`config.mk`:
```
export PLATFORM = sky130hd
export DESIGN_NAME = fraction_reduce_by_factoring
export DESIGN_NICKNAME = d
export VERILOG_FILES = /design/src/hw/rtl/frbf_pkg.sv /design/src/hw/rtl/fraction_reduce_by_factoring.sv /design/src/hw/rtl/frbf_ctrl.sv /design/src/hw/rtl/frbf_dpath.sv
export SDC_FILE = /design/constraint.sdc
export NUM_CORES = 1
export LEC_CHECK = 0
export BUFFER_PORTS_ARGS = -buffer_cell sky130_fd_sc_hd__clkbuf_2
export CORE_MARGIN = 8
export CORE_UTILIZATION = 54
export CTS_BUF_LIST = sky130_fd_sc_hd__clkbuf_8
export DETAILED_ROUTE_END_ITERATION = 6
export PLACE_DENSITY_LB_ADDON = 0.3
export SETUP_SLACK_MARGIN = 0.2
export SKIP_LAST_GASP = 1
export SYNTH_ARGS = -nofsm -noshare
export SYNTH_HDL_FRONTEND = slang
export SYNTH_HIERARCHICAL = 1
export SYNTH_SLANG_ARGS = --single-unit
export TNS_END_PERCENT = 50
```
`constraint.sdc`:
```
create_clock -name clk -period 7.1 [get_ports clk]
set_input_delay 0.71 -clock clk [delete_from_list [all_inputs] [get_ports clk]]
set_output_delay 0.71 -clock clk [all_outputs]
set_load 0.05 [all_outputs]
```
`src/hw/rtl/frbf_pkg.sv`:
```
// ---------------------------------------------------------------------------
// frbf_pkg
// Types and constants shared by the fraction reduction block: payload
// structs, controller states and the command/status bundles.
// ---------------------------------------------------------------------------
package frbf_pkg;

  localparam int VALUE_WIDTH = 32;
  localparam int SHIFT_W     = $clog2(VALUE_WIDTH);
  localparam int CNT_W       = $clog2(VALUE_WIDTH);

  typedef struct packed {
    logic signed [VALUE_WIDTH-1:0] numerator;
    logic signed [VALUE_WIDTH-1:0] denominator;
  } in_item_t;

  typedef struct packed {
    logic signed [VALUE_WIDTH-1:0] reduced_numerator;
    logic signed [VALUE_WIDTH-1:0] reduced_denominator;
    logic                          left_unchanged;
  } out_item_t;

  typedef enum logic [2:0] {
    ST_IDLE,
    ST_GCD,
    ST_DIV_N,
    ST_DIV_D,
    ST_HOLD
  } state_t;

  typedef struct packed {
    logic load;
    logic gcd_step;
    logic div_start;
    logic div_sel_d;
    logic div_step;
    logic out_load;
  } cmd_t;

  typedef struct packed {
    logic zero_in;
    logic gcd_done;
    logic div_last;
  } status_t;

endpackage

```
`src/hw/rtl/fraction_reduce_by_factoring.sv`:
```
// ---------------------------------------------------------------------------
// fraction_reduce_by_factoring
// Reduces a signed fraction to lowest terms with unsigned magnitudes.
// ---------------------------------------------------------------------------
// Usage:
//   in_data carries numerator and denominator; an item is taken when
//   in_valid and in_ready are high together. out_data returns
//   |numerator|/gcd, |denominator|/gcd and left_unchanged = 0; if either
//   input is zero, both inputs come back as given with left_unchanged = 1.
// Timing:
//   one item at a time. load, then the binary gcd loop at 1 step per
//   cycle until an operand reaches zero, then one shared restoring
//   divider at one quotient bit per cycle for each quotient in turn,
//   then the output register; a zero input skips the loop and the
//   divider.
//   The gcd loop and the single divider set the time per item.
// Reset:
//   rst_n low on a clock edge empties the block; out_valid drops.
// Stall:
//   the result sits in an output register; while out_ready is low the
//   next item is still taken and worked on, then waits before hand-off.
// ---------------------------------------------------------------------------
module fraction_reduce_by_factoring (
  input  logic                clk,
  input  logic                rst_n,
  input  logic                in_valid,
  output logic                in_ready,
  input  frbf_pkg::in_item_t  in_data,
  output logic                out_valid,
  input  logic                out_ready,
  output frbf_pkg::out_item_t out_data
);

  frbf_pkg::cmd_t    cmd;
  frbf_pkg::status_t status;

  frbf_ctrl u_ctrl (
    .clk       (clk),
    .rst_n     (rst_n),
    .in_valid  (in_valid),
    .in_ready  (in_ready),
    .out_valid (out_valid),
    .out_ready (out_ready),
    .status    (status),
    .cmd       (cmd)
  );

  frbf_dpath u_dpath (
    .clk      (clk),
    .in_data  (in_data),
    .cmd      (cmd),
    .status   (status),
    .out_data (out_data)
  );

endmodule

```
`src/hw/rtl/frbf_ctrl.sv`:
```
// ---------------------------------------------------------------------------
// frbf_ctrl
// Sequencer: load, binary gcd loop, two shared divisions, result hand-off.
// ---------------------------------------------------------------------------
module frbf_ctrl (
  input  logic              clk,
  input  logic              rst_n,
  input  logic              in_valid,
  output logic              in_ready,
  output logic              out_valid,
  input  logic              out_ready,
  input  frbf_pkg::status_t status,
  output frbf_pkg::cmd_t    cmd
);

  frbf_pkg::state_t state_r, state_nxt;
  logic             out_valid_r, out_valid_nxt;

  always_ff @(posedge clk) begin
    if (!rst_n) begin
      state_r     <= frbf_pkg::ST_IDLE;
      out_valid_r <= 1'b0;
    end else begin
      state_r     <= state_nxt;
      out_valid_r <= out_valid_nxt;
    end
  end

  always_comb begin
    state_nxt = state_r;
    cmd       = '0;
    in_ready  = 1'b0;
    unique case (state_r)
      frbf_pkg::ST_IDLE: begin
        in_ready = 1'b1;
        if (in_valid) begin
          cmd.load  = 1'b1;
          state_nxt = frbf_pkg::ST_GCD;
        end
      end
      frbf_pkg::ST_GCD: begin
        if (status.zero_in) begin
          state_nxt = frbf_pkg::ST_HOLD;
        end else if (status.gcd_done) begin
          cmd.div_start = 1'b1;
          state_nxt     = frbf_pkg::ST_DIV_N;
        end else begin
          cmd.gcd_step = 1'b1;
        end
      end
      frbf_pkg::ST_DIV_N: begin
        cmd.div_step = 1'b1;
        // last numerator bit: start the denominator division right away
        if (status.div_last) begin
          cmd.div_start = 1'b1;
          cmd.div_sel_d = 1'b1;
          state_nxt     = frbf_pkg::ST_DIV_D;
        end
      end
      frbf_pkg::ST_DIV_D: begin
        cmd.div_step = 1'b1;
        if (status.div_last) begin
          state_nxt = frbf_pkg::ST_HOLD;
        end
      end
      frbf_pkg::ST_HOLD: begin
        if (!out_valid_r || out_ready) begin
          cmd.out_load = 1'b1;
          state_nxt    = frbf_pkg::ST_IDLE;
        end
      end
      default: begin
        state_nxt = frbf_pkg::ST_IDLE;
      end
    endcase
  end

  always_comb begin
    if (cmd.out_load) begin
      out_valid_nxt = 1'b1;
    end else if (out_ready) begin
      out_valid_nxt = 1'b0;
    end else begin
      out_valid_nxt = out_valid_r;
    end
  end

  assign out_valid = out_valid_r;

endmodule

```
`src/hw/rtl/frbf_dpath.sv`:
```
// ---------------------------------------------------------------------------
// frbf_dpath
// Datapath: magnitudes, binary gcd registers, one restoring divider shared
// by both quotients, and the output register.
// ---------------------------------------------------------------------------
module frbf_dpath (
  input  logic                clk,
  input  frbf_pkg::in_item_t  in_data,
  input  frbf_pkg::cmd_t      cmd,
  output frbf_pkg::status_t   status,
  output frbf_pkg::out_item_t out_data
);

  localparam int W = frbf_pkg::VALUE_WIDTH;

  logic [W-1:0]                 n_raw_r, d_raw_r;
  logic [W-1:0]                 mn_r, md_r;
  logic [W-1:0]                 a_r, b_r;
  logic [frbf_pkg::SHIFT_W-1:0] k_r;
  logic                         zero_r;
  logic [W-1:0]                 g_r;
  logic [W-1:0]                 rem_r, quo_r;
  logic [frbf_pkg::CNT_W-1:0]   cnt_r;
  logic                         sel_d_r;
  logic [W-1:0]                 res_n_r, res_d_r;
  frbf_pkg::out_item_t          out_r;

  logic [W-1:0] in_n, in_d, mag_n, mag_d;
  logic [W:0]   ab_diff;
  logic [W-1:0] ba_diff;
  logic [W:0]   rem_sh, rem_diff;
  logic [W-1:0] rem_nxt, quo_nxt;

  assign in_n  = in_data.numerator;
  assign in_d  = in_data.denominator;
  assign mag_n = in_n[W-1] ? (~in_n + 1'b1) : in_n;
  assign mag_d = in_d[W-1] ? (~in_d + 1'b1) : in_d;

  assign ab_diff = {1'b0, a_r} - {1'b0, b_r};
  assign ba_diff = b_r - a_r;

  // one quotient bit per cycle
  assign rem_sh   = {rem_r, quo_r[W-1]};
  assign rem_diff = rem_sh - {1'b0, g_r};
  assign rem_nxt  = rem_diff[W] ? rem_sh[W-1:0] : rem_diff[W-1:0];
  assign quo_nxt  = {quo_r[W-2:0], ~rem_diff[W]};

  always_ff @(posedge clk) begin
    if (cmd.load) begin
      n_raw_r <= in_n;
      d_raw_r <= in_d;
      mn_r    <= mag_n;
      md_r    <= mag_d;
      a_r     <= mag_n;
      b_r     <= mag_d;
      k_r     <= '0;
      zero_r  <= (in_n == '0) || (in_d == '0);
    end else if (cmd.gcd_step) begin
      priority if (!a_r[0] && !b_r[0]) begin
        a_r <= a_r >> 1;
        b_r <= b_r >> 1;
        k_r <= k_r + 1'b1;
      end else if (!a_r[0]) begin
        a_r <= a_r >> 1;
      end else if (!b_r[0]) begin
        b_r <= b_r >> 1;
      end else if (!ab_diff[W]) begin
        a_r <= ab_diff[W-1:0] >> 1;
      end else begin
        b_r <= ba_diff >> 1;
      end
    end

    if (cmd.div_step && (cnt_r == frbf_pkg::CNT_W'(W - 1))) begin
      if (sel_d_r) begin
        res_d_r <= quo_nxt;
      end else begin
        res_n_r <= quo_nxt;
      end
    end

    if (cmd.div_start) begin
      g_r     <= (a_r | b_r) << k_r;
      rem_r   <= '0;
      quo_r   <= cmd.div_sel_d ? md_r : mn_r;
      cnt_r   <= '0;
      sel_d_r <= cmd.div_sel_d;
    end else if (cmd.div_step) begin
      rem_r <= rem_nxt;
      quo_r <= quo_nxt;
      cnt_r <= cnt_r + 1'b1;
    end

    if (cmd.out_load) begin
      out_r.reduced_numerator   <= zero_r ? n_raw_r : res_n_r;
      out_r.reduced_denominator <= zero_r ? d_raw_r : res_d_r;
      out_r.left_unchanged      <= zero_r;
    end
  end

  assign status.zero_in  = zero_r;
  assign status.gcd_done = (a_r == '0) || (b_r == '0);
  assign status.div_last = (cnt_r == frbf_pkg::CNT_W'(W - 1));
  assign out_data        = out_r;

endmodule

```
==> results by group, run 1 <==
Timing
  – Slew Limit Headroom: 0.202
  – Final worst-path cycle share: 0.656
  – Worst-margin pin slew: between 1000 and 1500 ps
  – Final period demand of the worst path: roughly 4700 ps
  – Setup violators final: 0
  – Setup TNS: 0 ps
  – Final Hold Viols: 0
  – Max-slew violation count: 0
  – Highest clock rate: about 0.21 GHz
  – Clk_skew: roughly 40 ps
  – Unrepaired setup endpoints after global routing: no

Synth
  – Post-synth net total: approximately 2500
  – Mapped Area: approximately 25000 µm²
  – Yosys synthesis warning count: 6
  – Cells after synthesis: between 2000 and 2500
  – Synth cell types: 84
  – Post-synth EDFFs: approximately 390
  – Synth Flop Type: edfxtp_1
  – Seq/Total Area, Yosys: 0.500
  – Syn avg cell area: about 11 µm²
  – Async S/R FF share, synth: 0
  – Synth Register Bits: 431

Layout
  – Layout cells sized above 1: 0.148
  – Most common library cell in the layout ignoring fill and taps: edfxtp_1
  – Most frequent cells in the layout: edfxtp_1 (385), nor2_1 (248), a21oi_1 (177), inv_1 (176), clkbuf_2 (134)
  – FILL cells: around 3800
  – Final #Nets: roughly 2600
  – Area growth syn-to-layout: 9.90%

CTS
  – Worst-Skew Late Latency: roughly 670 ps
  – CTS tree: yes
  – Post-cts resize count: 0
  – Setup repair bufs after CTS: 0
  – Clock sink count: between 400 and 500
  – CTS Buffer Depth: 3
  – Clk root buf: clkbuf_8
  – Clock transition at path regs: roughly 60 ps
  – Num CTS Buffers: 73
  – H-tree Lvls: 3
  – CTS Hold Bufs: 0

Global routing
  – Tot GR Track Use: 0.268
  – Gr ovfl total: 0
  – Antenna violations before repair: 3
  – Global-route wire length before repair: 111 mm
  – Largest net degree at the start of global routing: 83
  – Number of global-route vias before repair: between 15000 and 20000

Power and ir drop
  – Pleak: between 10 and 15 nW
  – Power Dens Cells: approximately 320 nW/µm²
  – Peak supply drop: ~0.00016 V
  – Tot Pwr: 0.00870 W

Worst setup path
  – Critical path capture point type: flip-flop
  – Worst endpoint required time: between 7000 and 8000 ps
  – Critical Path Source Type: flip-flop
  – Crit path kind: reg2reg
  – Worst R2R Path Depth: 12
  – CP Data Arrival Time: 5150 ps
  – Crit Path Max Fanout: 25

Run status
  – Status: completed

Routing
  – # DRC: 0
  – Via count: between 15000 and 20000
  – First-pass DRT Iterations: 7
  – WL/cell: ~24 µm
  – Antenna viol nets, final: 0
  – Via density: 6.19
  – Drt total wl: about 74 mm
  – First-iteration detailed-routing DRC count: 1981

Floorplanning
  – Row count: 78
  – # IOs: about 140
  – Die Span Y: roughly 230 µm
  – Core ar.: around 45000 µm²
  – Starting density of the core: 0.549
  – Die X: between 200 and 250 µm
  – Die ar.: approximately 53000 µm²

Place
  – Port Buffers: around 130
  – Gpl congestion: between 0.9 and 1
  – Hpwl dp: 54.9 mm

Worst hold path
  – Worst Hold Path Cells: 1
  – Hold Crit Class: in2reg

Job
  – Number of max-cap violations: 0
cells by family (layout without fill, tap and decap cells):
family / after synthesis / after routing / share of synthesized area
AOI/OAI and AO/OA: 551 / 551 / 0.143
buffers and inverters: 278 / 440 / 0.0432
xor gates and xnor gates: 148 / 148 / 0.0519
DFF: 431 / 431 / 0.500
other: 0 / 1 / 0
and+or+nand+nor: 628 / 628 / 0.121
muxes: 151 / 151 / 0.0731
adders and majority gates: 132 / 132 / 0.0671
final cells by class:
cell class | instances | area [µm²] | share of cell area
well taps | 600 | 751 | 0.0274
inverters | 158 | 593 | 0.0216
repair buffers | 151 | 798 | 0.0291
diodes | 1 | 2.50 | 0.0000912
clock buffers | 73 | 1000 | 0.0366
flip-flops and latches | 431 | 12500 | 0.455
clock inverters | 58 | 350 | 0.0128
multi-input cells | 1610 | 11500 | 0.417
worst paths after layout:
path                                   startpoint                  end  slack [ps]
worst min-delay path                  in_data[32]   u_dpath/n_raw_r[0]         290
worst min register to register  u_dpath/quo_r[26]  u_dpath/res_n_r[27]         470
worst max register to register     u_dpath/a_r[0]      u_dpath/a_r[20]        2440
worst max-delay path               u_dpath/a_r[0]      u_dpath/a_r[20]        2440
state kept, by name, indices dropped and copies added (netlist names), 32 cells and up:
signal / count
u_dpath/a_r: 32
u_dpath/b_r: 32
u_dpath/d_raw_r: 32
u_dpath/g_r: 32
u_dpath/n_raw_r: 32
u_dpath/out_data: 65
u_dpath/quo_r: 32
u_dpath/rem_r: 32
u_dpath/res_d_r: 32
u_dpath/res_n_r: 32
synth_stat cells, types with 7 or more instances:
library cell  count  share of area
a31oi_1          18         0.0045
or3_1            11         0.0028
a221oi_1         41          0.014
a21oi_1         178          0.036
xnor2_1         121          0.042
mux2_2           71          0.032
nand2b_1         37         0.0093
nor2b_1          24         0.0060
dfxtp_1          46          0.037
or4_1            11         0.0033
clkbuf_1         90          0.014
o21ai_0          96          0.019
o22ai_1          12         0.0030
a211oi_1         37          0.011
nand4_1          11         0.0028
o21a_1            7         0.0021
o31ai_1          26         0.0078
a21o_1           21         0.0063
a32oi_1           7         0.0025
nand2_1         123          0.018
buf_1            11         0.0017
nor4_1           35         0.0088
buf_2            15         0.0030
ha_1            129          0.065
and3_1           10         0.0025
mux2i_1          62          0.025
xor2_1           27         0.0095
edfxtp_1        385           0.46
o21bai_1         24         0.0072
and2_1           17         0.0043
nor2_1          250          0.038
o211ai_1         10         0.0030
nor3_1           47         0.0094
nand3_1          19         0.0038
inv_1           154          0.023
mux4_2           18          0.016
o41ai_1           9         0.0032
routing by layer:
metal	global-route usage	wire length, µm
met1	0.359	30900
met2	0.430	34000
met3	0.0597	6640
met4	0.0832	2030
met5	0	9
power breakdown:
| group | internal, W | total [W] | switching [W] |
|---|---|---|---|
| sequential | 0.00306 | 0.00328 | 0.000219 |
| combinational | 0.00122 | 0.00332 | 0.00209 |
| clock | 0.00105 | 0.00210 | 0.00105 |
critical path, stage by stage (launching register included):
cell       delay, ps
edfxtp_1         650
nand2b_1         250
inv_1             80
fa_1             400
o21bai_1         220
o2111ai_1        180
a31oi_1          330
o21ai_0          210
nand3b_1         170
a2bb2oi_1        400
and3_1           950
nand2_1          390
o21ai_0          270
stage by stage:
stage	utilization	area, µm²	setup WS, ps	instances	hold slack [ps]
finish	0.603	27400	2440	3082	287
global route	0.603	27400	2040	3082	254
floorplan	-	25000	434	2319	446
global placement	0.573	26100	2780	2950	460
detailed placement	0.573	26100	2510	2950	463
CTS	0.603	27400	2500	3081	231
Power figures use the tool's default switching activity.
==> inputs of run 2 (changes only) <==
- ABC_AREA: not set -> 1
- clock period: 7.1 -> 4.5 ns (I/O delays scaled with it)
==> results by group, run 2 <==
Run status
  – Status: completed

Worst setup path
  – Crit path kind: reg2reg
  – Critical path capture point type: flip-flop
  – CP Data Arrival Time: about 3800 ps
  – Worst endpoint required time: about 4900 ps
  – Crit Path Max Fanout: 63
  – Critical Path Source Type: flip-flop
  – Worst R2R Path Depth: 8

Global routing
  – Global-route wire length before repair: ~130 mm
  – Antenna violations before repair: 3
  – Tot GR Track Use: 0.287
  – Number of global-route vias before repair: 22600
  – Largest net degree at the start of global routing: 86
  – Gr ovfl total: 0

Layout
  – Final #Nets: 3858
  – Max reg flops: 65
  – Layout cells sized above 1: 0.121
  – FILL cells: approximately 4600
  – Area of the multi-input gates: approximately 13000 µm²
  – Most common library cell in the layout ignoring fill and taps: nand2_1
  – Register area: 12500 µm²
  – Area growth syn-to-layout: 9.64%
  – Core Util, Final: 0.597
  – Most frequent cells in the layout: nand2_1 (1016), inv_1 (532), edfxtp_1 (385), nor2_1 (310), nand3_1 (196)

Synth
  – Synth Flop Type: edfxtp_1
  – Post-synth net total: between 3000 and 4000
  – Area contributors post-synth: edfxtp_1 (41%), nand2_1 (14%), inv_1 (7.0%), ha_1 (5.8%), nor2_1 (4.3%)
  – Synth top area share: 0.415
  – Seq/Total Area, Yosys: 0.448
  – Async S/R FF share, synth: 0
  – Post-synth EDFFs: just under 400
  – Most used standard cell by instance count after synthesis: nand2_1
  – Cells after synthesis: 3522
  – Largest area contributor in the synthesized netlist: edfxtp_1
  – Synth Register Bits: roughly 430
  – Syn avg cell area: roughly 7.9 µm²
  – Synth top cells by count: nand2_1 (1016), inv_1 (517), edfxtp_1 (385)
  – Synth cell types: 56
  – Yosys synthesis warning count: 6
  – Mapped Area: between 20000 and 30000 µm²

Timing
  – Unrepaired setup endpoints after global routing: no
  – Final Hold Viols: 0
  – Setup TNS: 0 ps
  – Worst-margin pin slew: around 1100 ps
  – Clk_skew: 22.6 ps
  – Final worst-path cycle share: 0.755
  – Highest clock rate: a little under 0.3 GHz
  – Slew Limit Headroom: 0.261
  – Setup violators final: 0
  – Max-slew violation count: 0
  – Final period demand of the worst path: 3400 ps

Routing
  – Antenna viol nets, final: 0
  – Via density: between 5 and 6
  – WL/cell: about 20 µm
  – Via count: about 25000
  – Drt total wl: between 80 and 90 mm
  – First-iteration detailed-routing DRC count: approximately 3000
  – # DRC: 0
  – First-pass DRT Iterations: 6

CTS
  – Num CTS Buffers: 74
  – Worst-Skew Late Latency: around 630 ps
  – H-tree Lvls: 3
  – Clock transition at path regs: 60 ps
  – CTS tree: yes
  – Clock sink count: ~430
  – CTS Buffer Depth: 3
  – Post-cts resize count: 0
  – CTS Hold Bufs: 1
  – Clk root buf: clkbuf_8
  – Setup repair bufs after CTS: 0

Floorplanning
  – Die ar.: 59200 µm²
  – Starting density of the core: 0.545
  – Die X: 243 µm
  – Row count: 83
  – # IOs: approximately 140
  – Core ar.: slightly above 50000 µm²
  – Die Span Y: ~240 µm

Place
  – Gpl congestion: 1.09
  – Hpwl dp: 68.8 mm
  – Port Buffers: about 130

Power and ir drop
  – Pleak: between 10 and 15 nW
  – Peak supply drop: between 0.0003 and 0.0004 V
  – Power Dens Cells: roughly 660 nW/µm²

Worst hold path
  – Worst Hold Path Cells: 1
  – Hold Crit Class: in2reg

Job
  – Number of max-cap violations: 0
## run 2: layout make-up
type | count | share of cell area
clock buffers | 78 | 0.0351
flip-flops and latches | 431 | 0.408
diodes | 1 | 0.0000818
well taps | 680 | 0.0278
clock inverters | 50 | 0.00900
inverters | 546 | 0.0670
multi-input cells | 2447 | 0.424
repair buffers | 158 | 0.0283
## run 2: power breakdown
part	leakage, nW	switching [W]	internal, W
Sequential	3.94	0.000567	0.00544
Clock	0.748	0.00158	0.00172
Combinational	9.34	0.00787	0.00310
## run 2: metrics by stage
stage | hold slack (ps) | power (W) | cell area [µm²] | std cells | setup WS, ps
after detailed placement | 463 | 0.0166 | 29200 | 4261 | 1210
after global placement | 456 | 0.0166 | 29200 | 4261 | 1280
final | 33.8 | 0.0203 | 30600 | 4391 | 1100
after floorplan | 445 | 0.0132 | 27900 | 3522 | 206
after global routing | 10.4 | 0.0215 | 30600 | 4391 | 981
after CTS | 0.440 | 0.0199 | 30600 | 4390 | 1120
## run 2: cell families after synthesis
logic type / synth area share
mux: 0.0298
fa+ha+maj: 0.0600
flops: 0.448
xor+xnor: 0.0261
buf+inv: 0.0897
compound gates: 0.0837
simple gates: 0.263
## run 2: critical path, cell delays in order, from the launching register on
cell      delay, ps
edfxtp_1        530
nor4_1          540
nand4_1         160
o22ai_1         410
nand4_1         230
o21ai_4         190
buf_4           650
o21ai_0         220
o21ai_0         270
## run 2: path summary, 6_finish.rpt
kind	startpoint	endpoint	slack, ps
setup / recovery	u_dpath/a_r[28]	u_dpath/quo_r[14]	1100
hold / removal	in_data[1]	u_dpath/d_raw_r[1]	30
setup reg to reg	u_dpath/a_r[28]	u_dpath/quo_r[14]	1100
hold reg to reg	u_dpath/rem_r[25]	u_dpath/rem_r[25]	470
## run 2: metal layers
layer,global-route usage,vias up,wire (µm)
li1,-,11700,-
met1,0.426,11400,39100
met2,0.420,1339,36500
met3,0.0554,163,9510
met4,0.0880,0,2570
met5,0,-,0
